`src/rtl/stn_pkg.sv`:
```
// Shared types, constants and helper functions of the source text normalizer.
package stn_pkg;

   // Saturation limits of the indentation and space-run counters.
   localparam int unsigned INDENT_MAX    = 48;
   localparam int unsigned SPACE_RUN_MAX = 48;
   // Most results one item may cause; later bytes are dropped.
   localparam int unsigned MAX_RESULTS   = 50;
   localparam int unsigned CNT_W         = $clog2(MAX_RESULTS);

   // Held bytes of a possible sintNN keyword.
   localparam int unsigned HELD_MAX      = 6;
   localparam int unsigned HELD_W        = 8 * HELD_MAX;

   // Command queue between front and back.
   localparam int unsigned QUEUE_DEPTH   = 4;
   localparam int unsigned QPTR_W        = $clog2(QUEUE_DEPTH);
   localparam int unsigned QCNT_W        = $clog2(QUEUE_DEPTH + 1);

   localparam logic [7:0] CH_TAB = 8'h09;
   localparam logic [7:0] CH_LF  = 8'h0A;
   localparam logic [7:0] CH_CR  = 8'h0D;
   localparam logic [7:0] CH_SP  = 8'h20;
   localparam logic [7:0] CH_1   = 8'h31;
   localparam logic [7:0] CH_2   = 8'h32;
   localparam logic [7:0] CH_3   = 8'h33;
   localparam logic [7:0] CH_4   = 8'h34;
   localparam logic [7:0] CH_6   = 8'h36;
   localparam logic [7:0] CH_8   = 8'h38;
   localparam logic [7:0] CH_I   = 8'h69;
   localparam logic [7:0] CH_N   = 8'h6E;
   localparam logic [7:0] CH_S   = 8'h73;
   localparam logic [7:0] CH_T   = 8'h74;

   // One command: spaces, then a slice of held bytes, then a tail byte or bare marker.
   typedef struct packed {
      logic [6:0]        nsp;
      logic [HELD_W-1:0] held;
      logic [2:0]        hstart;
      logic [2:0]        hcnt;
      logic              has_byte;
      logic [7:0]        out_byte;
      logic              bare;
      logic              is_end;
      logic              overflow;
   } cmd_type;

   typedef struct packed {
      logic full;
      logic empty;
   } q_status_type;

   function automatic logic word_byte(input logic [7:0] c);
      return (c == 8'h5F) || (c >= 8'h30 && c <= 8'h39) ||
             (c >= 8'h41 && c <= 8'h5A) || (c >= 8'h61 && c <= 8'h7A);
   endfunction

   function automatic logic [7:0] held_at(input logic [HELD_W-1:0] held,
                                          input logic [2:0] k);
      logic [7:0] b;
      b = 8'h00;
      for (int i = 0; i < HELD_MAX; i++) begin
         if (k == 3'(i)) begin
            b = held[8*i +: 8];
         end
      end
      return b;
   endfunction

endpackage

```
`src/rtl/stn_front.sv`:
```
// Front part: accepts items, tracks line state and issues output commands.
module stn_front (
   input  logic             clock,
   input  logic             reset,
   input  logic             accept,
   input  logic             action,
   input  logic [7:0]       data_byte,
   output logic             push,
   output stn_pkg::cmd_type push_cmd
);
   import stn_pkg::*;

   logic                in_indent_ff, in_indent_in;
   logic [5:0]          indent_ff, indent_in;
   logic [5:0]          space_run_ff, space_run_in;
   logic [HELD_W-1:0]   held_ff, held_in;
   logic [2:0]          held_len_ff, held_len_in;
   logic                prev_word_ff, prev_word_in;
   logic                after_cr_ff, after_cr_in;
   logic                last_lf_ff, last_lf_in;
   logic                ovf_ff, ovf_in;

   always_ff @(posedge clock) begin
      if (reset) begin
         in_indent_ff <= 1'b1;
         indent_ff    <= '0;
         space_run_ff <= '0;
         held_ff      <= '0;
         held_len_ff  <= '0;
         prev_word_ff <= 1'b0;
         after_cr_ff  <= 1'b0;
         last_lf_ff   <= 1'b0;
         ovf_ff       <= 1'b0;
      end else begin
         in_indent_ff <= in_indent_in;
         indent_ff    <= indent_in;
         space_run_ff <= space_run_in;
         held_ff      <= held_in;
         held_len_ff  <= held_len_in;
         prev_word_ff <= prev_word_in;
         after_cr_ff  <= after_cr_in;
         last_lf_ff   <= last_lf_in;
         ovf_ff       <= ovf_in;
      end
   end

   always_comb begin
      logic [6:0] ind_sum;
      logic [5:0] ind_round;
      logic       word_c;
      logic       prev_eff;
      logic       complete;
      logic       grows;
      logic       anything;
      cmd_type    cmd;

      in_indent_in = in_indent_ff;
      indent_in    = indent_ff;
      space_run_in = space_run_ff;
      held_in      = held_ff;
      held_len_in  = held_len_ff;
      prev_word_in = prev_word_ff;
      after_cr_in  = after_cr_ff;
      last_lf_in   = last_lf_ff;
      ovf_in       = ovf_ff;
      cmd          = '0;
      ind_sum      = '0;
      anything     = 1'b0;
      prev_eff     = in_indent_ff ? 1'b0 : prev_word_ff;
      word_c       = word_byte(data_byte);
      ind_round    = indent_ff + {5'd0, indent_ff[0]};
      complete     = (held_len_ff == 3'd5 && held_ff[39:32] == CH_8) ||
                     (held_len_ff == 3'(HELD_MAX));
      case (held_len_ff)
         3'd1:    grows = (data_byte == CH_I);
         3'd2:    grows = (data_byte == CH_N);
         3'd3:    grows = (data_byte == CH_T);
         3'd4:    grows = (data_byte == CH_8) || (data_byte == CH_1) ||
                          (data_byte == CH_3) || (data_byte == CH_6);
         3'd5:    grows = (held_ff[39:32] == CH_1 && data_byte == CH_6) ||
                          (held_ff[39:32] == CH_3 && data_byte == CH_2) ||
                          (held_ff[39:32] == CH_6 && data_byte == CH_4);
         default: grows = 1'b0;
      endcase

      if (accept) begin
         if (action) begin
            // End of stream: flush, add a closing LF if needed, back to reset state.
            if (in_indent_ff) begin
               cmd.nsp  = {1'b0, ind_round};
               anything = (ind_round != 6'd0);
            end else if (held_len_ff != 3'd0) begin
               cmd.held   = held_ff;
               cmd.hstart = {2'b00, complete};
               cmd.hcnt   = held_len_ff - {2'b00, complete};
               anything   = 1'b1;
            end
            cmd.has_byte = !(last_lf_ff && !anything);
            cmd.out_byte = CH_LF;
            cmd.bare     = !cmd.has_byte;
            cmd.is_end   = 1'b1;
            cmd.overflow = ovf_ff;
            in_indent_in = 1'b1;
            indent_in    = '0;
            space_run_in = '0;
            held_in      = '0;
            held_len_in  = '0;
            prev_word_in = 1'b0;
            after_cr_in  = 1'b0;
            last_lf_in   = 1'b0;
            ovf_in       = 1'b0;
         end else if (after_cr_ff && data_byte == CH_LF) begin
            after_cr_in = 1'b0;
         end else begin
            after_cr_in = 1'b0;
            if (data_byte == CH_CR || data_byte == CH_LF) begin
               if (in_indent_ff) begin
                  cmd.nsp = {1'b0, ind_round};
               end else if (held_len_ff != 3'd0) begin
                  cmd.held   = held_ff;
                  cmd.hstart = {2'b00, complete};
                  cmd.hcnt   = held_len_ff - {2'b00, complete};
               end
               cmd.has_byte = 1'b1;
               cmd.out_byte = CH_LF;
               in_indent_in = 1'b1;
               indent_in    = '0;
               space_run_in = '0;
               held_in      = '0;
               held_len_in  = '0;
               prev_word_in = 1'b0;
               after_cr_in  = (data_byte == CH_CR);
            end else if (in_indent_ff && (data_byte == CH_SP || data_byte == CH_TAB)) begin
               ind_sum = {1'b0, indent_ff} + ((data_byte == CH_SP) ? 7'd1 : 7'd2);
               if (ind_sum > 7'(INDENT_MAX)) begin
                  indent_in = 6'(INDENT_MAX);
                  ovf_in    = 1'b1;
               end else begin
                  indent_in = ind_sum[5:0];
               end
            end else begin
               if (in_indent_ff) begin
                  cmd.nsp      = {1'b0, ind_round};
                  in_indent_in = 1'b0;
                  indent_in    = '0;
               end
               if (data_byte == CH_SP) begin
                  if (held_len_ff != 3'd0) begin
                     cmd.held   = held_ff;
                     cmd.hstart = {2'b00, complete};
                     cmd.hcnt   = held_len_ff - {2'b00, complete};
                  end
                  held_in     = '0;
                  held_len_in = '0;
                  if (space_run_ff >= 6'(SPACE_RUN_MAX)) begin
                     ovf_in = 1'b1;
                  end else begin
                     space_run_in = space_run_ff + 6'd1;
                  end
                  prev_word_in = 1'b0;
               end else begin
                  cmd.nsp      = cmd.nsp + {1'b0, space_run_ff};
                  space_run_in = '0;
                  if (held_len_ff != 3'd0) begin
                     if (grows) begin
                        for (int k = 0; k < HELD_MAX; k++) begin
                           if (held_len_ff == 3'(k)) begin
                              held_in[8*k +: 8] = data_byte;
                           end
                        end
                        held_len_in = held_len_ff + 3'd1;
                     end else begin
                        cmd.held     = held_ff;
                        cmd.hstart   = {2'b00, complete && !word_c};
                        cmd.hcnt     = held_len_ff - {2'b00, complete && !word_c};
                        cmd.has_byte = 1'b1;
                        cmd.out_byte = data_byte;
                        held_in      = '0;
                        held_len_in  = '0;
                        prev_word_in = word_c;
                     end
                  end else if (data_byte == CH_S && !prev_eff) begin
                     held_in      = {{(HELD_W-8){1'b0}}, data_byte};
                     held_len_in  = 3'd1;
                     prev_word_in = 1'b1;
                  end else begin
                     cmd.has_byte = 1'b1;
                     cmd.out_byte = data_byte;
                     prev_word_in = word_c;
                  end
               end
            end
            cmd.overflow = ovf_in;
            // Track whether the last emitted byte was an LF.
            if (cmd.nsp != 7'd0 || cmd.hcnt != 3'd0 || cmd.has_byte) begin
               last_lf_in = cmd.has_byte && (cmd.out_byte == CH_LF);
            end
         end
      end

      push     = accept && (cmd.nsp != 7'd0 || cmd.hcnt != 3'd0 || cmd.has_byte || cmd.bare);
      push_cmd = cmd;
   end

endmodule

```
`src/rtl/stn_queue.sv`:
```
// Short command queue between the front and back parts.
module stn_queue (
   input  logic                  clock,
   input  logic                  reset,
   input  logic                  push,
   input  stn_pkg::cmd_type      push_cmd,
   input  logic                  pop,
   output stn_pkg::cmd_type      head,
   output stn_pkg::q_status_type status
);
   import stn_pkg::*;

   cmd_type             entries_ff [QUEUE_DEPTH];
   logic [QPTR_W-1:0]   wr_ptr_ff, wr_ptr_in;
   logic [QPTR_W-1:0]   rd_ptr_ff, rd_ptr_in;
   logic [QCNT_W-1:0]   count_ff, count_in;

   always_ff @(posedge clock) begin
      if (reset) begin
         wr_ptr_ff <= '0;
         rd_ptr_ff <= '0;
         count_ff  <= '0;
      end else begin
         wr_ptr_ff <= wr_ptr_in;
         rd_ptr_ff <= rd_ptr_in;
         count_ff  <= count_in;
      end
   end

   always_ff @(posedge clock) begin
      if (push) begin
         entries_ff[wr_ptr_ff] <= push_cmd;
      end
   end

   always_comb begin
      wr_ptr_in = wr_ptr_ff;
      rd_ptr_in = rd_ptr_ff;
      count_in  = count_ff;
      if (push) begin
         wr_ptr_in = (wr_ptr_ff == QPTR_W'(QUEUE_DEPTH - 1)) ? '0 : wr_ptr_ff + QPTR_W'(1);
      end
      if (pop) begin
         rd_ptr_in = (rd_ptr_ff == QPTR_W'(QUEUE_DEPTH - 1)) ? '0 : rd_ptr_ff + QPTR_W'(1);
      end
      if (push && !pop) begin
         count_in = count_ff + QCNT_W'(1);
      end else if (pop && !push) begin
         count_in = count_ff - QCNT_W'(1);
      end
   end

   assign head         = entries_ff[rd_ptr_ff];
   assign status.full  = (count_ff == QCNT_W'(QUEUE_DEPTH));
   assign status.empty = (count_ff == '0);

   a_no_push_full: assert property (@(posedge clock) disable iff (reset)
      push |-> !status.full || pop)
      else $error("queue written while full");

   a_no_pop_empty: assert property (@(posedge clock) disable iff (reset)
      pop |-> !status.empty)
      else $error("queue read while empty");

endmodule

```
`src/rtl/stn_back.sv`:
```
// Back part: expands queued commands into result items, one per cycle unless stalled.
module stn_back (
   input  logic                  clock,
   input  logic                  reset,
   input  stn_pkg::cmd_type      head,
   input  stn_pkg::q_status_type status,
   output logic                  pop,
   output logic                  rsp_valid,
   input  logic                  rsp_stall,
   output logic [7:0]            rsp_out_byte,
   output logic                  rsp_byte_valid,
   output logic                  rsp_last,
   output logic                  rsp_overflow
);
   import stn_pkg::*;

   logic [6:0]       sp_ff, sp_in;
   logic [2:0]       hk_ff, hk_in;
   logic [CNT_W-1:0] cnt_ff, cnt_in;
   logic             valid_ff, valid_in;
   logic [7:0]       byte_ff, byte_in;
   logic             bvalid_ff, bvalid_in;
   logic             last_ff, last_in;
   logic             ovf_ff, ovf_in;

   logic             fire;
   logic             fin;

   always_ff @(posedge clock) begin
      if (reset) begin
         sp_ff    <= '0;
         hk_ff    <= '0;
         cnt_ff   <= '0;
         valid_ff <= 1'b0;
      end else begin
         sp_ff    <= sp_in;
         hk_ff    <= hk_in;
         cnt_ff   <= cnt_in;
         valid_ff <= valid_in;
      end
   end

   always_ff @(posedge clock) begin
      byte_ff   <= byte_in;
      bvalid_ff <= bvalid_in;
      last_ff   <= last_in;
      ovf_ff    <= ovf_in;
   end

   always_comb begin
      logic sp_phase;
      logic held_phase;
      logic tail;
      logic out_free;
      logic [7:0] elem;

      out_free   = !valid_ff || !rsp_stall;
      fire       = !status.empty && out_free;
      sp_phase   = (sp_ff < head.nsp);
      held_phase = !sp_phase && (hk_ff < head.hcnt);
      tail       = head.has_byte || head.bare;
      if (sp_phase) begin
         elem = CH_SP;
      end else if (held_phase) begin
         elem = held_at(head.held, head.hstart + hk_ff);
      end else begin
         elem = head.out_byte;
      end
      // Final element of the command, or result limit reached.
      fin = (!sp_phase && !held_phase) ||
            (sp_phase && (sp_ff + 7'd1 == head.nsp) && head.hcnt == 3'd0 && !tail) ||
            (held_phase && (hk_ff + 3'd1 == head.hcnt) && !tail) ||
            (cnt_ff == CNT_W'(MAX_RESULTS - 1));

      sp_in     = sp_ff;
      hk_in     = hk_ff;
      cnt_in    = cnt_ff;
      valid_in  = out_free ? fire : valid_ff;
      byte_in   = byte_ff;
      bvalid_in = bvalid_ff;
      last_in   = last_ff;
      ovf_in    = ovf_ff;
      pop       = 1'b0;
      if (fire) begin
         byte_in   = (!sp_phase && !held_phase && head.bare) ? 8'h00 : elem;
         bvalid_in = !(!sp_phase && !held_phase && head.bare);
         last_in   = fin && head.is_end;
         ovf_in    = head.overflow;
         if (fin) begin
            pop    = 1'b1;
            sp_in  = '0;
            hk_in  = '0;
            cnt_in = '0;
         end else begin
            cnt_in = cnt_ff + CNT_W'(1);
            if (sp_phase) begin
               sp_in = sp_ff + 7'd1;
            end else begin
               hk_in = hk_ff + 3'd1;
            end
         end
      end
   end

   assign rsp_valid      = valid_ff;
   assign rsp_out_byte   = byte_ff;
   assign rsp_byte_valid = bvalid_ff;
   assign rsp_last       = last_ff;
   assign rsp_overflow   = ovf_ff;

   a_bare_is_last: assert property (@(posedge clock) disable iff (reset)
      valid_ff && !bvalid_ff |-> last_ff)
      else $error("bare result without last");

   a_progress_clears: assert property (@(posedge clock) disable iff (reset)
      fire && fin |=> sp_ff == 7'd0 && hk_ff == 3'd0 && cnt_ff == '0)
      else $error("command progress not cleared after final element");

   a_sp_bound: assert property (@(posedge clock) disable iff (reset)
      !status.empty |-> sp_ff <= head.nsp)
      else $error("space counter ran past command");

endmodule

```
`src/rtl/source_text_normalizer.sv`:
```
// Top level of the streaming source text normalizer.
// Usage:
//  - req channel: one item per handshake (req_valid high, req_stall low). req_action 0
//    carries req_data_byte; req_action 1 ends the stream, flushes held text and adds a
//    closing LF when the output is empty or does not end in LF.
//  - rsp channel: one output byte per item. rsp_byte_valid is 0 only on the bare end
//    marker; rsp_last marks the final item of a stream; rsp_overflow reports that an
//    indentation or space-run counter saturated during the stream.
//  - Throughput: the front takes one input item per cycle while the command queue
//    (four entries) has room. The back emits one result per cycle while rsp_stall
//    is low; an item that causes more than one result holds the back until its last
//    result is out (indent and space bursts up to 48); req_stall rises when the queue
//    fills behind it. With the queue empty, an accepted item's command is first
//    written into the queue, then its first result is loaded into the output register.
//  - Reset (synchronous, active high) returns the block to line start with nothing
//    held and empties the queue; end of stream also resets the front's line state.
//  - A stalled receiver freezes the output register; the queue keeps taking items
//    until it fills.
module source_text_normalizer (
   input  logic       clock,
   input  logic       reset,
   input  logic       req_valid,
   output logic       req_stall,
   input  logic       req_action,
   input  logic [7:0] req_data_byte,
   output logic       rsp_valid,
   input  logic       rsp_stall,
   output logic [7:0] rsp_out_byte,
   output logic       rsp_byte_valid,
   output logic       rsp_last,
   output logic       rsp_overflow
);
   import stn_pkg::*;

   logic         accept;
   logic         push;
   logic         pop;
   cmd_type      push_cmd;
   cmd_type      head;
   q_status_type status;

   // Hold off the source while the command queue is full.
   assign req_stall = status.full;
   assign accept    = req_valid && !req_stall;

   // Front: classify each byte, update line state, issue commands as needed.
   stn_front u_front (
      .clock     (clock),
      .reset     (reset),
      .accept    (accept),
      .action    (req_action),
      .data_byte (req_data_byte),
      .push      (push),
      .push_cmd  (push_cmd)
   );

   // Queue: decouple classification from byte emission.
   stn_queue u_queue (
      .clock    (clock),
      .reset    (reset),
      .push     (push),
      .push_cmd (push_cmd),
      .pop      (pop),
      .head     (head),
      .status   (status)
   );

   // Back: expand commands into output items through the output register.
   stn_back u_back (
      .clock          (clock),
      .reset          (reset),
      .head           (head),
      .status         (status),
      .pop            (pop),
      .rsp_valid      (rsp_valid),
      .rsp_stall      (rsp_stall),
      .rsp_out_byte   (rsp_out_byte),
      .rsp_byte_valid (rsp_byte_valid),
      .rsp_last       (rsp_last),
      .rsp_overflow   (rsp_overflow)
   );

endmodule
```
`config.mk`:
```
export PLATFORM = sky130hd
export DESIGN_NAME = source_text_normalizer
export DESIGN_NICKNAME = d
export VERILOG_FILES = /design/src/rtl/stn_pkg.sv /design/src/rtl/stn_front.sv /design/src/rtl/stn_queue.sv /design/src/rtl/stn_back.sv /design/src/rtl/source_text_normalizer.sv
export SDC_FILE = /design/constraint.sdc
export NUM_CORES = 1
export LEC_CHECK = 0
export BUFFER_PORTS_ARGS = -buffer_cell sky130_fd_sc_hd__buf_2
export CORE_ASPECT_RATIO = 0.7
export CORE_MARGIN = 3
export CORE_UTILIZATION = 55
export DETAILED_ROUTE_END_ITERATION = 10
export PLACE_DENSITY = 0.77
export SLEW_MARGIN = 20
export SYNTH_ARGS = -nofsm -noshare
export SYNTH_HDL_FRONTEND = slang
export SYNTH_SLANG_ARGS = --single-unit
```
`constraint.sdc`:
```
create_clock -name clock -period 13.4 [get_ports clock]
set_input_delay 0.67 -clock clock [delete_from_list [all_inputs] [get_ports clock]]
set_output_delay 0.67 -clock clock [all_outputs]
set_load 0.01 [all_outputs]
```
-- Word-level counts from Yosys, hierarchy flattened
Memories as Yosys holds them, arrays and structs flattened. A register that Yosys moved wholly into a read port is not among the register bits.
Index checks and enable logic that the tools add are counted.
- register bits: 103
- memories kept: 1
- output and inout port bits: 13
- bits in writable memories: 292
- bits in latches: 0
- ROM bits: 0
- input port bits: 13
- add/sub/neg operators: 15
- reductions and logical operators: 93
- bitwise operators: 0
- div/mod/pow operators: 0
- eq/ne operators: 48
- mux-type cells: 115
- multipliers: 0
- $lt $le $gt $ge: 10
- shifts and indexed selects: 0
- memory list (memory ; words ; width ; read ports ; clocked after Yosys merged registers in ; wr ports ; line ; text):
    u_queue.entries_ff ; 4 ; 73 ; 1 ; 1 ; 1 ; stn_queue.sv:13 ; cmd_type entries_ff [QUEUE_DEPTH];
- operator list (cell ; count):
    $mux W70 ; 7
    $mux W48 ; 8
    $mux W54 ; 4
    $mux W8 ; 13
    $mux W6 ; 15
    $eq A8 B6 Y1 const B ; 11
    $mux W73 ; 1
    $mux W63 ; 1
    $mux W7 ; 8
    $eq A8 B7 Y1 const B ; 5
    $mux W1 ; 36
    $mux W3 ; 12
    $ne A6 B6 Y1 const B ; 6
    $eq A8 B4 Y1 const B ; 4
    $reduce_and A5 Y1 ; 6
    $logic_and A1 B1 Y1 ; 27
    $mux W9 ; 3
    $logic_or A1 B1 Y1 ; 21
    $eq A3 B3 Y1 const B ; 6
    $ge A8 B7 Y1 const B ; 2
    $le A8 B7 Y1 const B ; 2
    $logic_not A1 Y1 ; 14
    $reduce_bool A7 Y1 ; 2
    $add A6 B1 Y6 const B ; 2
    38 further kinds ; 65

-- Depth between registers and ports, before layout
Gate-level depths: netlist (run 1).
- depth in word-level cells: 28
- depth in mapped cells: 22
- mapped depth without buffers: 22

-- By module
Synthesis (run 1) repeated with hierarchy kept, for this count alone.
- cell total of the unflattened synthesis: 1236
- area total of the unflattened synthesis: 17767.0 um^2
- by module, submodules not included (module ; times used ; seq. area each (um^2) ; area each (um^2) ; cells an instance):
    stn_queue ; 1 ; 8948.6 ; 11048.1 ; 425
    stn_front ; 1 ; 1361.3 ; 4381.7 ; 541
    stn_back ; 1 ; 670.6 ; 2323.5 ; 269
    source_text_normalizer ; 1 ; 0.0 ; 13.8 ; 1

-- Worst setup path before layout (run 1)
Ideal clock, no wire load.
- kind: input to register
- from: input req_data_byte[1]
- to: memory u_queue.entries_ff[0][0] in the netlist's numbering (enable)
- path buffers: 2
- path slack: 7.228 ns
- cell stages on the path: 14
- library setup time: 0.509 ns
- data arrival time: 5.663 ns
- cells stage by stage: buf_4 > buf_2 > nand2_1 > nor3b_1 > nor3_1 > nor3_1 > nor2_1 > ha_1 > ha_1 > xnor2_1 > o21ai_0 > a2111o_1 > nor3_4 > nor2b_1
- longest elaborated chain between the ends: 26
- elaborated cells between the ends (all ways): 67
- RTL lines (element ; line ; text):
    from (decl) ; source_text_normalizer.sv:25 ; input logic [7:0] req_data_byte,
    $ge A8 B6 Y1 or $le A8 B6 Y1 (tied branches) ; stn_pkg.sv:54 ; return (c == 8'h5F) || (c >= 8'h30 && c <= 8'h39) ||
    $logic_and A1 B1 Y1 ; stn_pkg.sv:54 ;
    $logic_or A1 B1 Y1 (2 in a row) ; stn_pkg.sv:54 ;
    $logic_or A1 B1 Y1 ; stn_pkg.sv:55 ; (c >= 8'h41 && c <= 8'h5A) || (c >= 8'h61 && c <= 8'h7A);
    $logic_not A1 Y1 ; stn_front.sv:175 ; cmd.hcnt = held_len_ff - {2'b00, complete && !word_c};
    $logic_and A1 B1 Y1 ; stn_front.sv:175 ;
    $sub A3 B1 Y3 ; stn_front.sv:175 ;
    $mux W63 ; stn_front.sv:165 ; if (grows) begin
    [... 8 more ...] ; -- ;
    $mux W70 (*) ; stn_front.sv:87 ; if (action) begin
    $mux W73 (*) ; stn_front.sv:86 ; if (accept) begin
    $reduce_bool A3 Y1 ; stn_front.sv:201 ; push = accept && (cmd.nsp != 7'd0 || cmd.hcnt != 3'd0 || cmd.has_byte || cmd.bare);
    $logic_or A1 B1 Y1 ; stn_front.sv:201 ;
    $logic_or A1 B1 Y1 (*) (2 in a row) ; stn_front.sv:201 ;
    $logic_and A1 B1 Y1 (*) ; stn_front.sv:201 ;
    $mux W1 (*) ; stn_queue.sv:31 ; if (push) begin
    $mux W1 (implied by the code) (*) ; stn_queue.sv:32 ; entries_ff[wr_ptr_ff] <= push_cmd;
    to (decl) ; stn_queue.sv:13 ;
Every way passes the cells marked *; elsewhere a longest branch is shown, timed or not. The select of a mux whose other input is x is not followed.

==> impl.org, run 1 <==
** Status
- The flow ran to the end, and the final reports show no timing, DRC or antenna violations.

** Clocking
- The number of clock buffers added by TritonCTS is 38.
- In this run, post-CTS hold repair placed 0 buffers.
- Clock sink count :: 389
- The clock passes through at most 3 buffers.
- The clock reaches the later pin of the worst-skew pair after 0.54 ns.
- Clock tree root buffer cell :: clkbuf_16
- Post-CTS repair changed the size of 0 cells.
- TritonCTS built the clock tree.
- Post-CTS setup-driven buffer insertion count :: 0
- The clock tree synthesis step divided the H-tree into 2 levels.
- Clock-pin slew on the worst setup and hold paths :: 0.07 ns

** Power
- Max IR drop VDD :: 0.0860 mV
- Leakage :: 6.74 nW
- PD cells :: 166 nW/um2
- Of the total power, the clock network draws 0.343.
- Of the total power, the share spent switching nets is 0.268.
- For this design the total switching power over the nets is 0.854 mW.
- Combinational Power Share :: 0.174
- Cell-internal power :: 2.34 mW
- Share of power burned in registers :: 0.483

** Drt
- Vias after detailed routing :: 10457
- After detailed routing, the number of remaining DRC violations is 0.
- Using the TritonRoute via totals, the vias-per-cell ratio works out to 6.20.
- Initial detailed-routing violation count :: 1169
- After detailed routing, the total wire length is 38100 um.
- The pre-antenna-repair detailed-routing pass consisted of 5 iterations.
- After detailed routing, the average wire length per cell comes to 22.6 um.
- The count of nets left with antenna violations once routing finished came out at 0.

** Global routing
- The first global-routing pass estimated 60000 um of wire.
- The number of global-route vias before repair is 10447.
- Number of antenna violations at the first check in global routing :: 1
- In the global route stage, overall resource usage came out at 0.230.
- Entering global routing, the biggest net connects 72 pins.
- Gr ovfl total :: 0

** Worst setup path
- Reg-to-reg critical path endpoint :: u_queue.count_ff[2]
- At the worst endpoint, the required time is 13.86 ns.
- For this design, the slowest cell found on the critical path is buf_4.
- Bufs and invs on worst path :: 3
- Of all nets on the critical path, the largest fanout is 43.
- The worst setup path is launched from a register.
- For the worst flop-to-flop path, the logic depth is 16.
- Crit path capture type :: register
- Kind of cell with the highest combined delay on the critical path :: compound AO/OA/AOI/OAI gates
- Data on the critical path arrives at its endpoint at 6.78 ns.
- In this run the register-to-register setup slack is 7.07 ns.
- Stage delay of the slowest cell on the critical path :: 0.78 ns
- Ordered list of cells on the worst path :: buf_4 -> mux4_2 -> inv_1 -> ha_1 -> nor2b_1 -> o21a_1 -> o21a_1 -> o32ai_1 -> o21bai_1 -> o21ai_0 -> ha_1 -> inv_1 -> fa_1 -> xor2_1 -> or3_1 -> a21oi_1
- Start-to-end type of the worst setup path :: register to register

** Logic synthesis
- Yosys mapped a number of flops with a built-in enable equal to 295.
- Synthesized instance count :: 1219
- Synth Cell Area :: 17400 um2
- Distinct cells, synth :: 85
- Syn nets :: 1275
- Avg Inst Size Synth :: 14.3 um2
- #FFs+latches synth :: 389
- Count of synthesis-stage warnings from yosys :: 0
- The share of the Yosys chip area taken by registers is 0.617.
- Among all flip-flop cells after synthesis, the most frequent one is edfxtp_1.
- After synthesis, the share of flip-flops with an asynchronous set or reset is 0.

** Die
- Effective utilization at floorplan :: 0.570
- Die area :: 33900 um2
- The core region is 30600 um2.
- The floorplan step set the die width to 219 um.
- Die height :: 155 um
- For this design the top-level I/O count stands at 26.
- After floorplanning, the core was divided into 53 placement rows.

** STA
- Setup repair after global routing left no endpoint under its margin.
- Period utilisation layout :: 0.472
- For the final database, setup skew stands at 0.0279 ns.
- For this run, the top clock speed supported by timing is 0.158 GHz.
- Setup violations remaining at the end of the flow were counted as 0.
- Number of pins exceeding their max-slew limit in the final report :: 0
- Slew at the pin closest to its max-slew limit :: 1.10 ns
- Count of endpoints failing hold in the final timing report :: 0
- In the final timing run, aggregate negative setup slack is 0 ns.
- Across all setup checks in the final design, the least slack found is 7.07 ns.
- Worst max-slew margin expressed relative to the limit :: 0.266
- Hold timing on the final database bottoms out at a slack of 0.395 ns.
- The worst path in the final design needs a cycle of 6.33 ns, including I/O delays and setup.

** Finish
- Fill cell count :: 2192
- Util after Layout :: 0.628
- Area added between synthesis and finish :: 10.2%
- Nets@finish :: 1299
- Layout cells sized above 1 :: 0.169

** Min path
- Worst min-delay path endpoint :: u_back.rsp_valid
- The path class of the tightest hold or removal check is primary input to register.
- Number of cells traversed by the worst hold path :: 3
- Beginning of the worst hold path :: rsp_stall

** Place
- The HPWL after detailed placement is 24100 um.
- At the end of routability-driven placement, the weighted congestion stood at 0.866.
- During placement, the flow inserted port buffers numbering 25.
- Before CTS, the worst setup slack after placement is 7.08 ns.

** Job
- Max-cap violations in this run came to 0.
power groups by stage:
stage | logic [mW] | clock network, mW | registers, mW
floorplan | 0.375 | 0 | 1.57
global placement | 0.539 | 0 | 1.55
detailed placement | 0.550 | 0 | 1.56
CTS | 0.557 | 1.11 | 1.54
global route | 0.606 | 1.16 | 1.55
finish | 0.555 | 1.09 | 1.54
synth_stat cells, types with 3 or more instances:
library cell / count / area share
a21o_1: 10 / 0.0043
nand3b_1: 4 / 0.0017
or3_1: 4 / 0.0014
nand2b_1: 9 / 0.0032
nor2_1: 83 / 0.018
a31o_2: 3 / 0.0015
nor4b_1: 3 / 0.0015
a21oi_1: 44 / 0.013
buf_2: 11 / 0.0032
mux2i_1: 43 / 0.025
buf_4: 5 / 0.0022
o21bai_1: 3 / 0.0013
nand2_1: 62 / 0.013
buf_1: 3 / 0.00065
or2_2: 3 / 0.0011
and2_1: 68 / 0.024
clkbuf_1: 26 / 0.0056
edfxtp_1: 295 / 0.51
a31oi_1: 7 / 0.0025
o21ai_0: 41 / 0.012
xor2_1: 9 / 0.0045
a311oi_1: 3 / 0.0015
fa_1: 3 / 0.0034
mux2_2: 3 / 0.0019
ha_1: 40 / 0.029
o21a_1: 24 / 0.010
o31ai_1: 4 / 0.0017
nor4_1: 13 / 0.0047
nor3_1: 22 / 0.0063
nand4b_1: 3 / 0.0015
nand4_1: 9 / 0.0032
nor2b_1: 12 / 0.0043
mux4_2: 79 / 0.10
a211oi_1: 4 / 0.0017
nor3b_1: 12 / 0.0052
inv_1: 38 / 0.0082
dfxtp_1: 94 / 0.11
buf_6: 7 / 0.0045
and3_1: 16 / 0.0057
o22ai_1: 8 / 0.0029
xnor2_1: 15 / 0.0075
nand3_1: 18 / 0.0052
area by class of cell:
| cell class | instances | area, um2 | share of cell area |
|---|---|---|---|
| diodes | 1 | 2.50 | 0.000130 |
| clock buffers | 50 | 1060 | 0.0551 |
| clock inverters | 20 | 241 | 0.0126 |
| inverters | 39 | 146 | 0.00763 |
| multi-input cells | 736 | 6250 | 0.326 |
| flip-flops and latches | 389 | 10700 | 0.560 |
| well taps | 412 | 515 | 0.0269 |
| repair buffers | 39 | 230 | 0.0120 |
registers in the layout (all words and copies together), names as in the netlist, named ones only:
register / cells
u_queue.entries_ff: 284
u_front.held_ff: 48
u_back.rsp_out_byte: 8
u_back.sp_ff: 7
u_back.cnt_ff: 6
u_front.indent_ff: 6
u_front.space_run_ff: 6
u_back.hk_ff: 3
u_front.held_len_ff: 3
u_queue.count_ff: 3
u_queue.rd_ptr_ff: 2
u_queue.wr_ptr_ff: 2
u_back.rsp_byte_valid: 1
u_back.rsp_last: 1
u_back.rsp_overflow: 1
u_back.rsp_valid: 1
u_front.after_cr_ff: 1
u_front.in_indent_ff: 1
u_front.last_lf_ff: 1
u_front.ovf_ff: 1
u_front.prev_word_ff: 1
worst max-delay path by stage:
stage                           from                  endpoint  slack, ns  depth (start not counted)
floorplan           req_data_byte[1]  u_queue.entries_ff[0][0]       7.23                         14
global placement            register       u_queue.count_ff[2]       7.23                         16
detailed placement          register       u_queue.count_ff[2]       7.08                         16
CTS                         register       u_queue.count_ff[2]       7.01                         16
global route                register       u_queue.count_ff[2]       6.61                         16
finish                      register       u_queue.count_ff[2]       7.07                         16
metrics by stage:
stage	power (mW)	cell area (um2)	std cells
2_1_floorplan	1.94	17400	1219
3_3_place_gp	2.09	17900	1615
3_5_place_dp	2.11	17900	1615
4_1_cts	3.21	19200	1685
5_1_grt	3.32	19200	1686
6_report	3.19	19200	1686
cell usage in the layout (no fill, tap or decap), types with 10 or more instances in the layout:
master	netlist	routed
mux4_2	79	79
nand3_1	18	18
nor2_1	83	82
clkbuf_16	0	39
o21a_1	24	24
buf_2	11	25
nand2_1	62	62
edfxtp_1	295	295
o21ai_0	41	41
dfxtp_1	94	92
mux2i_1	43	43
xnor2_1	15	15
and2_1	68	68
nor4_1	13	13
a21oi_1	44	43
inv_1	38	38
and3_1	16	16
nor3_1	22	22
a21o_1	10	10
buf_4	5	14
nor3b_1	12	12
ha_1	40	40
metal layers:
layer | vias to the layer above | global-route usage | routed length (um)
met1 | 5241 | 0.349 | 17100
met4 | 0 | 0.0533 | 708
met5 | - | 0 | 0
met3 | 51 | 0.0617 | 3590
met2 | 435 | 0.339 | 16700
li1 | 4730 | - | -
cells by family after synthesis:
kind of cell               share of synthesized area
DFF                                            0.617
and+or+nand+nor                                0.116
AOI/OAI and AO/OA                             0.0664
muxes                                          0.129
buffers and inverters                         0.0264
adders and majority gates                     0.0322
xor gates and xnor gates                      0.0134
worst min-delay path, cell delays in order:
cell and delay [ns]:
buf_2 0.10, nand2_1 0.05, a21oi_1 0.05
Note: power is estimated with default switching activity, not from simulation.
==> inputs of run 2 (changes only) <==
==> constraint.sdc (replaced) <==
create_clock -name clock -period 6.6 [get_ports clock]
set_input_delay 0.33 -clock clock [delete_from_list [all_inputs] [get_ports clock]]
set_output_delay 0.33 -clock clock [all_outputs]
set_load 0.01 [all_outputs]
==> run 2 against run 1 <==
  * Register-to-register slack lost 5.5 ns
  * Critical path depth is the same
  * Total power grew 100%
  * Sequential cell count is the same
  * Sequential power grew 100%
  * Clock power grew 94%
  * Highest routed layer unchanged
  * Setup slack lost 5.5 ns
  * Largest power group unchanged
  * Critical endpoint unchanged
==> impl.org, run 2 (synthesis results as in run 1) <==
** Clocking
- At the later pin of the worst-skew pair, clock insertion delay measures 0.54 ns.
- Post-CTS setup-driven buffer insertion count :: 0
- Clock-pin slew on the worst setup and hold paths :: 0.06 ns
- Number of buffers inserted during clock tree synthesis :: 37
- TritonCTS built the clock tree.
- After clock tree synthesis, the flow added hold-fix buffers numbering 0.
- Counting every sink on the clock net gives 389.
- Once the clock tree was built, the resizer swapped 0 gates to a different size.
- In this run the deepest clock path goes through 3 buffers.
- Maximum level of the CTS H-tree :: 2
- Clock tree root buffer cell :: clkbuf_16

** Finish
- Top library cells by usage in the layout, fill and taps aside :: 295 x edfxtp_1, 92 x dfxtp_1, 81 x nor2_1
- Count of antenna diodes in the layout :: 0
- Relative to the synthesized area, the layout overhead comes to 9.63%.
- Of the cells placed in the final design, the portion with a size suffix greater than 1 is 0.164.
- Most frequent standard cell in the layout excluding fill and tap cells :: edfxtp_1
- After filler insertion, the fill cell instance count of the layout stands at 2206.
- For this run, the share of the core covered by cells in the final layout is 0.624.
- At the end of the flow, the number of nets in the layout was 1299.
- The register with the most flip-flops in the layout has 284 of them.
- The finished cells cover 19100 um2.
- The finished layout holds 1683 standard cells, fillers aside.
- Reg with most FFs :: u_queue.entries_ff

** Place
- At the end of routability-driven placement, the weighted congestion stood at 0.914.
- After detailed placement, the design holds a cell count of 1616.
- Half-perimeter wire length after detailed placement :: 24800 um
- Port Buf Inserts :: 25
- Once placement finished, the instance area stood at 17900 um2.
- Post-placement setup slack :: 1.69 ns

** Global routing
- Via count of the first global-routing pass :: 10021
- GRT Overall Usage :: 0.228
- Pin count of the biggest net entering global routing :: 72
- Number of antenna violations at the first check in global routing :: 0
- The first global-routing pass estimated 59300 um of wire.
- After global routing the overflow that remains totals 0.

** STA
- Setup slack closes at 1.56 ns.
- Count of endpoints failing hold in the final timing report :: 0
- Setup violations remaining at the end of the flow were counted as 0.
- For the pin with the worst max-slew slack, the measured transition is 1.16 ns.
- Clock period minus worst slack :: 5.04 ns
- Period utilisation layout :: 0.764
- Achievable frequency :: 0.198 GHz
- Post-route setup TNS :: 0 ns
- Worst hold-check slack :: 0.0660 ns
- The number of pins with negative max-slew slack in the final report is 0.
- The worst pin sits at a relative slew slack of 0.229.
- Setup repair after global routing left no endpoint under its margin.
- For the final database, setup skew stands at 0.0269 ns.

** Drt
- Detailed Route WL :: 38200 um
- Initial detailed-routing violation count :: 1467
- Vias after detailed routing :: 10495
- For this run, design rule violations remaining after detail routing come to 0.
- Length of the first detailed-routing pass in iterations :: 5
- Dividing the detail-routed via count by the number of cells gives 6.24.
- Dividing the detail-routed wire length by the instance count gives 22.7 um.
- The count of nets left with antenna violations once routing finished came out at 0.

** Min path
- Path class of the lowest-slack min-delay path :: primary input to register

** Power
- Of the total power, the share spent switching nets is 0.264.
- PD cells :: 333 nW/um2
- The share of total power dissipated in the clock network is 0.334.
- The share of total power dissipated in combinational logic is 0.175.
- Of the total power, registers draw 0.491.
- Total power after layout :: 6.37 mW
- In this run the power spent charging and discharging nets is 1.68 mW.
- Leakage :: 6.69 nW
- The internal portion of the total power is 4.68 mW.
- The worst-case IR drop observed on VDD is 0.198 mV.

** Worst setup path
- Crit path capture type :: register
- Required time at the worst-slack endpoint :: 7.05 ns
- The critical path is of the register to register type.
- In this run the worst path has a maximum fanout of 43.
- Critical path launch point type :: register
- Arrival @ worst endpoint :: 5.49 ns

** Die
- Number of core rows :: 53
- Die area :: 33900 um2
- The die is 155 um tall.
- For this configuration, the core starts out at a cell density of 0.570.
- From left edge to right edge, the die measures 219 um.
- In this run the count of I/O pins placed on the die edge is 26.
- After floorplanning, the core was sized to cover 30600 um2.

** Job
- Max-cap violations in this run came to 0.

** Status
- The flow ran to the end, and the final reports show no timing, DRC or antenna violations.
==> run 2: path summary, 6_finish.rpt <==
| kind | start | slack (ns) | end | depth (start not counted) |
|---|---|---|---|---|
| worst max-delay path | register | 1.56 | u_queue.count_ff[2] | 16 |
| worst min-delay path | rsp_stall | 0.07 | u_back.rsp_valid | 3 |
| worst max register to register | register | 1.56 | u_queue.count_ff[2] | 16 |
| worst min register to register | u_front.held_ff[3] | 0.45 | u_front.held_ff[3] | 1 |
==> run 2: power by group through the flow <==
stage	clock (mW)	combinational (mW)	sequential (mW)
3_5_place_dp	0	1.10	3.18
5_1_grt	2.25	1.22	3.15
2_1_floorplan	0	0.760	3.18
3_3_place_gp	0	1.09	3.15
6_report	2.12	1.11	3.13
4_1_cts	2.15	1.12	3.13
==> run 2: metal layers <==
layer / vias to the layer above / GRT usage / wire, um
met5: - / 0 / 0
met4: 0 / 0.0413 / 448
met3: 44 / 0.0539 / 3830
met2: 470 / 0.326 / 16500
met1: 5258 / 0.361 / 17400
li1: 4723 / - / -
==> run 2: final cells by class <==
cell class | count | area, um2 | area share
tap | 412 | 515 | 0.0270
timing repair buffer | 40 | 238 | 0.0125
inverter | 39 | 146 | 0.00767
multi-input combinational | 736 | 6250 | 0.327
clock buffer | 52 | 982 | 0.0515
clock inverter | 15 | 211 | 0.0111
sequential | 389 | 10700 | 0.563
==> run 2: worst max-delay path, cell delays in order (launching register included) <==
cell and delay (ns):
dfxtp_4 0.76, mux4_2 0.44, inv_1 0.09, ha_1 0.23, nor2b_1 0.13, o21a_1 0.16, o21a_1 0.18, o32ai_1 0.34
buf_4 0.21, o21bai_1 0.18, o21ai_0 0.75, ha_1 0.33, inv_1 0.07, fa_1 0.43, xor2_1 0.18, or3_1 0.30
a21oi_1 0.15
==> inputs of run 3 (changes only) <==
==> constraint.sdc (replaced) <==
create_clock -name clock -period 5.3 [get_ports clock]
set_input_delay 0.265 -clock clock [delete_from_list [all_inputs] [get_ports clock]]
set_output_delay 0.265 -clock clock [all_outputs]
set_load 0.01 [all_outputs]
==> run 3 against run 2 <==
  * Sequential cell count unchanged
  * Clock skew down 0.0027 ns
  * Non-clock buffer count up 5
  * Fmax up 6.3%
==> impl.org, run 3 (synthesis results as in run 1) <==
** Place
- Placement Cell Area :: 18000 um2
- The congestion estimate from routability-driven global placement came to 0.894.
- Half-perimeter wire length after detailed placement :: 24400 um
- Port Buf Inserts :: 25
- Post-placement setup slack :: 0.612 ns

** Clocking
- Post-CTS setup-driven buffer insertion count :: 0
- Number of buffers inserted during clock tree synthesis :: 37
- Clock tree root buffer cell :: clkbuf_16
- Clk buf depth :: 3
- Clock sink count :: 389
- Number of cells upsized or downsized after cts :: 0
- The number of hold buffers added after CTS was 1.
- Clock tree from TritonCTS :: yes
- Clock-pin slew was measured on the worst setup and hold paths at 0.06 ns.
- The clock tree synthesis step divided the H-tree into 2 levels.
- Clock latency at the later pin of the worst-skew pair :: 0.54 ns

** Status
- The flow ran to the end, and the final reports show no timing, DRC or antenna violations.

** Drt
- Detailed Route WL :: 37900 um
- In the final routed layout, each cell accounts on average for 22.4 um.
- DRC violations left :: 0
- Vias after detailed routing :: 10501
- Via density per instance :: 6.22
- Post-detailed-route count of antenna-violating nets :: 0
- Initial detailed-routing violation count :: 1161
- The pre-antenna-repair detailed-routing pass consisted of 8 iterations.

** Finish
- After routing the design area is 19200 um2.
- The register with the most flip-flops in the layout has 284 of them.
- The repair_antennas step left the layout with diodes totalling 0.
- Counting flops per register, the top entry is u_queue.entries_ff.
- At the end of the flow, the number of nets in the layout was 1304.
- The filler cells instantiated in the layout total 2154.
- From synthesis to final layout, the design area changed by 10.1%.
- Of the cells placed in the final design, the portion with a size suffix greater than 1 is 0.165.
- Leaving out fill and tap cells, the most frequent cell in the layout is edfxtp_1.
- Util after Layout :: 0.627
- Top library cells by usage in the layout, fill and taps aside :: 295 x edfxtp_1, 92 x dfxtp_1, 81 x nor2_1

** Die
- The floorplan step defined a die boundary enclosing 33900 um2.
- The initial utilization of the core area, before any placement, comes to 0.570.
- Measured along the y axis, the die boundary spans 155 um.
- The core region is 30600 um2.
- Pin placement for this block handled 26 I/O pins.
- X dimension of the die :: 219 um
- In this run the core area contains 53 standard-cell rows.

** Global routing
- For met2 alone, demand over resource in global routing was 0.327.
- Via count of the first global-routing pass :: 10152
- In the global route stage, met3 resource usage came out at 0.0521.
- Number of antenna violations at the first check in global routing :: 2
- met1 is the most crowded layer.
- Gr ovfl total :: 0
- Global-route track usage on met1 :: 0.367
- First-pass GRT wire length :: 59600 um
- Entering global routing, the biggest net connects 72 pins.
- Across every metal layer, demand over resource in global routing totals 0.230.

** STA
- For the pin with the worst max-slew slack, the measured transition is 0.990 ns.
- Static timing analysis puts the maximum clock frequency at 0.211 GHz.
- The worst pin sits at a relative slew slack of 0.339.
- Setup violations remaining at the end of the flow were counted as 0.
- Across the routed clock network, the largest skew measured is 0.0242 ns.
- The smallest clock period supported by the final layout is computed as 4.74 ns.
- The number of pins with negative max-slew slack in the final report was 0.
- The worst path meets setup with 0.559 ns of slack.
- Count of endpoints failing hold in the final timing report :: 0
- Setup repair after global routing left no endpoint under its margin.
- Period utilisation layout :: 0.895

** Power
- Max IR drop VDD :: 0.267 mV
- Share of power burned in registers :: 0.494
- Dividing total power by cell area gives a power density of 410 nW/um2.
- The share of total power dissipated in combinational logic is 0.182.
- After layout, the design draws a total of 7.87 mW.
- For this design the static power due to leakage is 6.71 nW.
- The share of total power dissipated in the clock network is 0.324.
- The internal portion of the total power is 5.73 mW.
- NetSw :: 2.14 mW
- Of the total power, the share spent switching nets is 0.272.

** Worst setup path
- Arrival @ worst endpoint :: 5.20 ns
- In this run the worst path has a maximum fanout of 7.
- The worst setup path is captured at a register.
- For the worst setup path, the data required time is 5.76 ns.
- Start-to-end type of the worst setup path :: register to register
- STA classifies the critical path startpoint as a register.

** Min path
- The path class of the tightest hold or removal check is primary input to register.

** Job
- # Max-Cap Violations :: 0
[run 3: cell types whose count changed in the layout (fill, tap and decap cells not counted), moves of 2 or more]
cell | before | now
clkinv_2 | 4 | 0
clkinvlp_4 | 1 | 3
inv_6 | 3 | 0
bufinv_16 | 5 | 1
clkinv_1 | 3 | 11
clkbuf_8 | 0 | 3
clkbuf_1 | 15 | 10
buf_12 | 0 | 4
[run 3: final cells by class]
cell class                 instances  area [um2]  area share
clock buffer                      51        1030      0.0537
clock inverter                    17         135     0.00705
inverter                          39         146     0.00764
multi-input combinational        736        6260       0.327
sequential                       389       10700       0.561
tap                              412         515      0.0269
timing repair buffer              45         328      0.0171
[run 3: path summary, 6_finish.rpt]
path                              end              startpoint  slack [ns]  cells after the start
hold / removal    u_front.held_ff[30]        req_data_byte[6]        0.16                      3
setup / recovery  u_queue.count_ff[2]  u_front.held_len_ff[1]        0.56                     23
setup reg to reg  u_queue.count_ff[2]  u_front.held_len_ff[1]        0.56                     23
hold reg to reg   u_front.held_ff[28]     u_front.held_ff[28]        0.46                      1
[run 3: per-layer routing]
| metal | part of all wire | vias to the layer above |
|---|---|---|
| met2 | 0.43 | 466 |
| met1 | 0.46 | 5251 |
| met3 | 0.099 | 43 |
| met5 | 0 | - |
| li1 | - | 4741 |
| met4 | 0.014 | 0 |
[run 3: per-stage QoR]
step           cells  hold slack, ns  TNS (ns)
2_1_floorplan   1219           0.407   -234.20
3_3_place_gp    1620           0.434         0
4_1_cts         1689           0.141         0
3_5_place_dp    1620           0.438         0
6_report        1689           0.164         0
5_1_grt         1689           0.156         0
[run 3: power by group through the flow]
| stage | Sequential [mW] | Combinational, mW | Clock, mW |
|---|---|---|---|
| floorplan | 3.96 | 0.949 | 0 |
| global placement | 3.92 | 1.40 | 0 |
| detailed placement | 3.94 | 1.43 | 0 |
| CTS | 3.89 | 1.44 | 2.59 |
| global route | 3.92 | 1.56 | 2.71 |
| finish | 3.88 | 1.43 | 2.55 |
[run 3: worst max-delay path: stages (launching register included)]
cell,delay (ns)
dfxtp_1,0.34
inv_1,0.13
ha_1,0.22
nand2_1,0.11
nor4_1,0.43
a22oi_1,0.21
inv_1,0.10
ha_1,0.16
ha_1,0.15
and2b_1,0.19
o21ai_0,0.25
a21oi_1,0.09
a31oi_1,0.17
o22ai_1,0.11
a2111o_1,0.49
nor3_4,0.17
buf_4,0.22
inv_1,0.08
ha_1,0.22
inv_1,0.09
fa_1,0.20
xor2_1,0.08
or3_1,0.31
a21oi_1,0.15
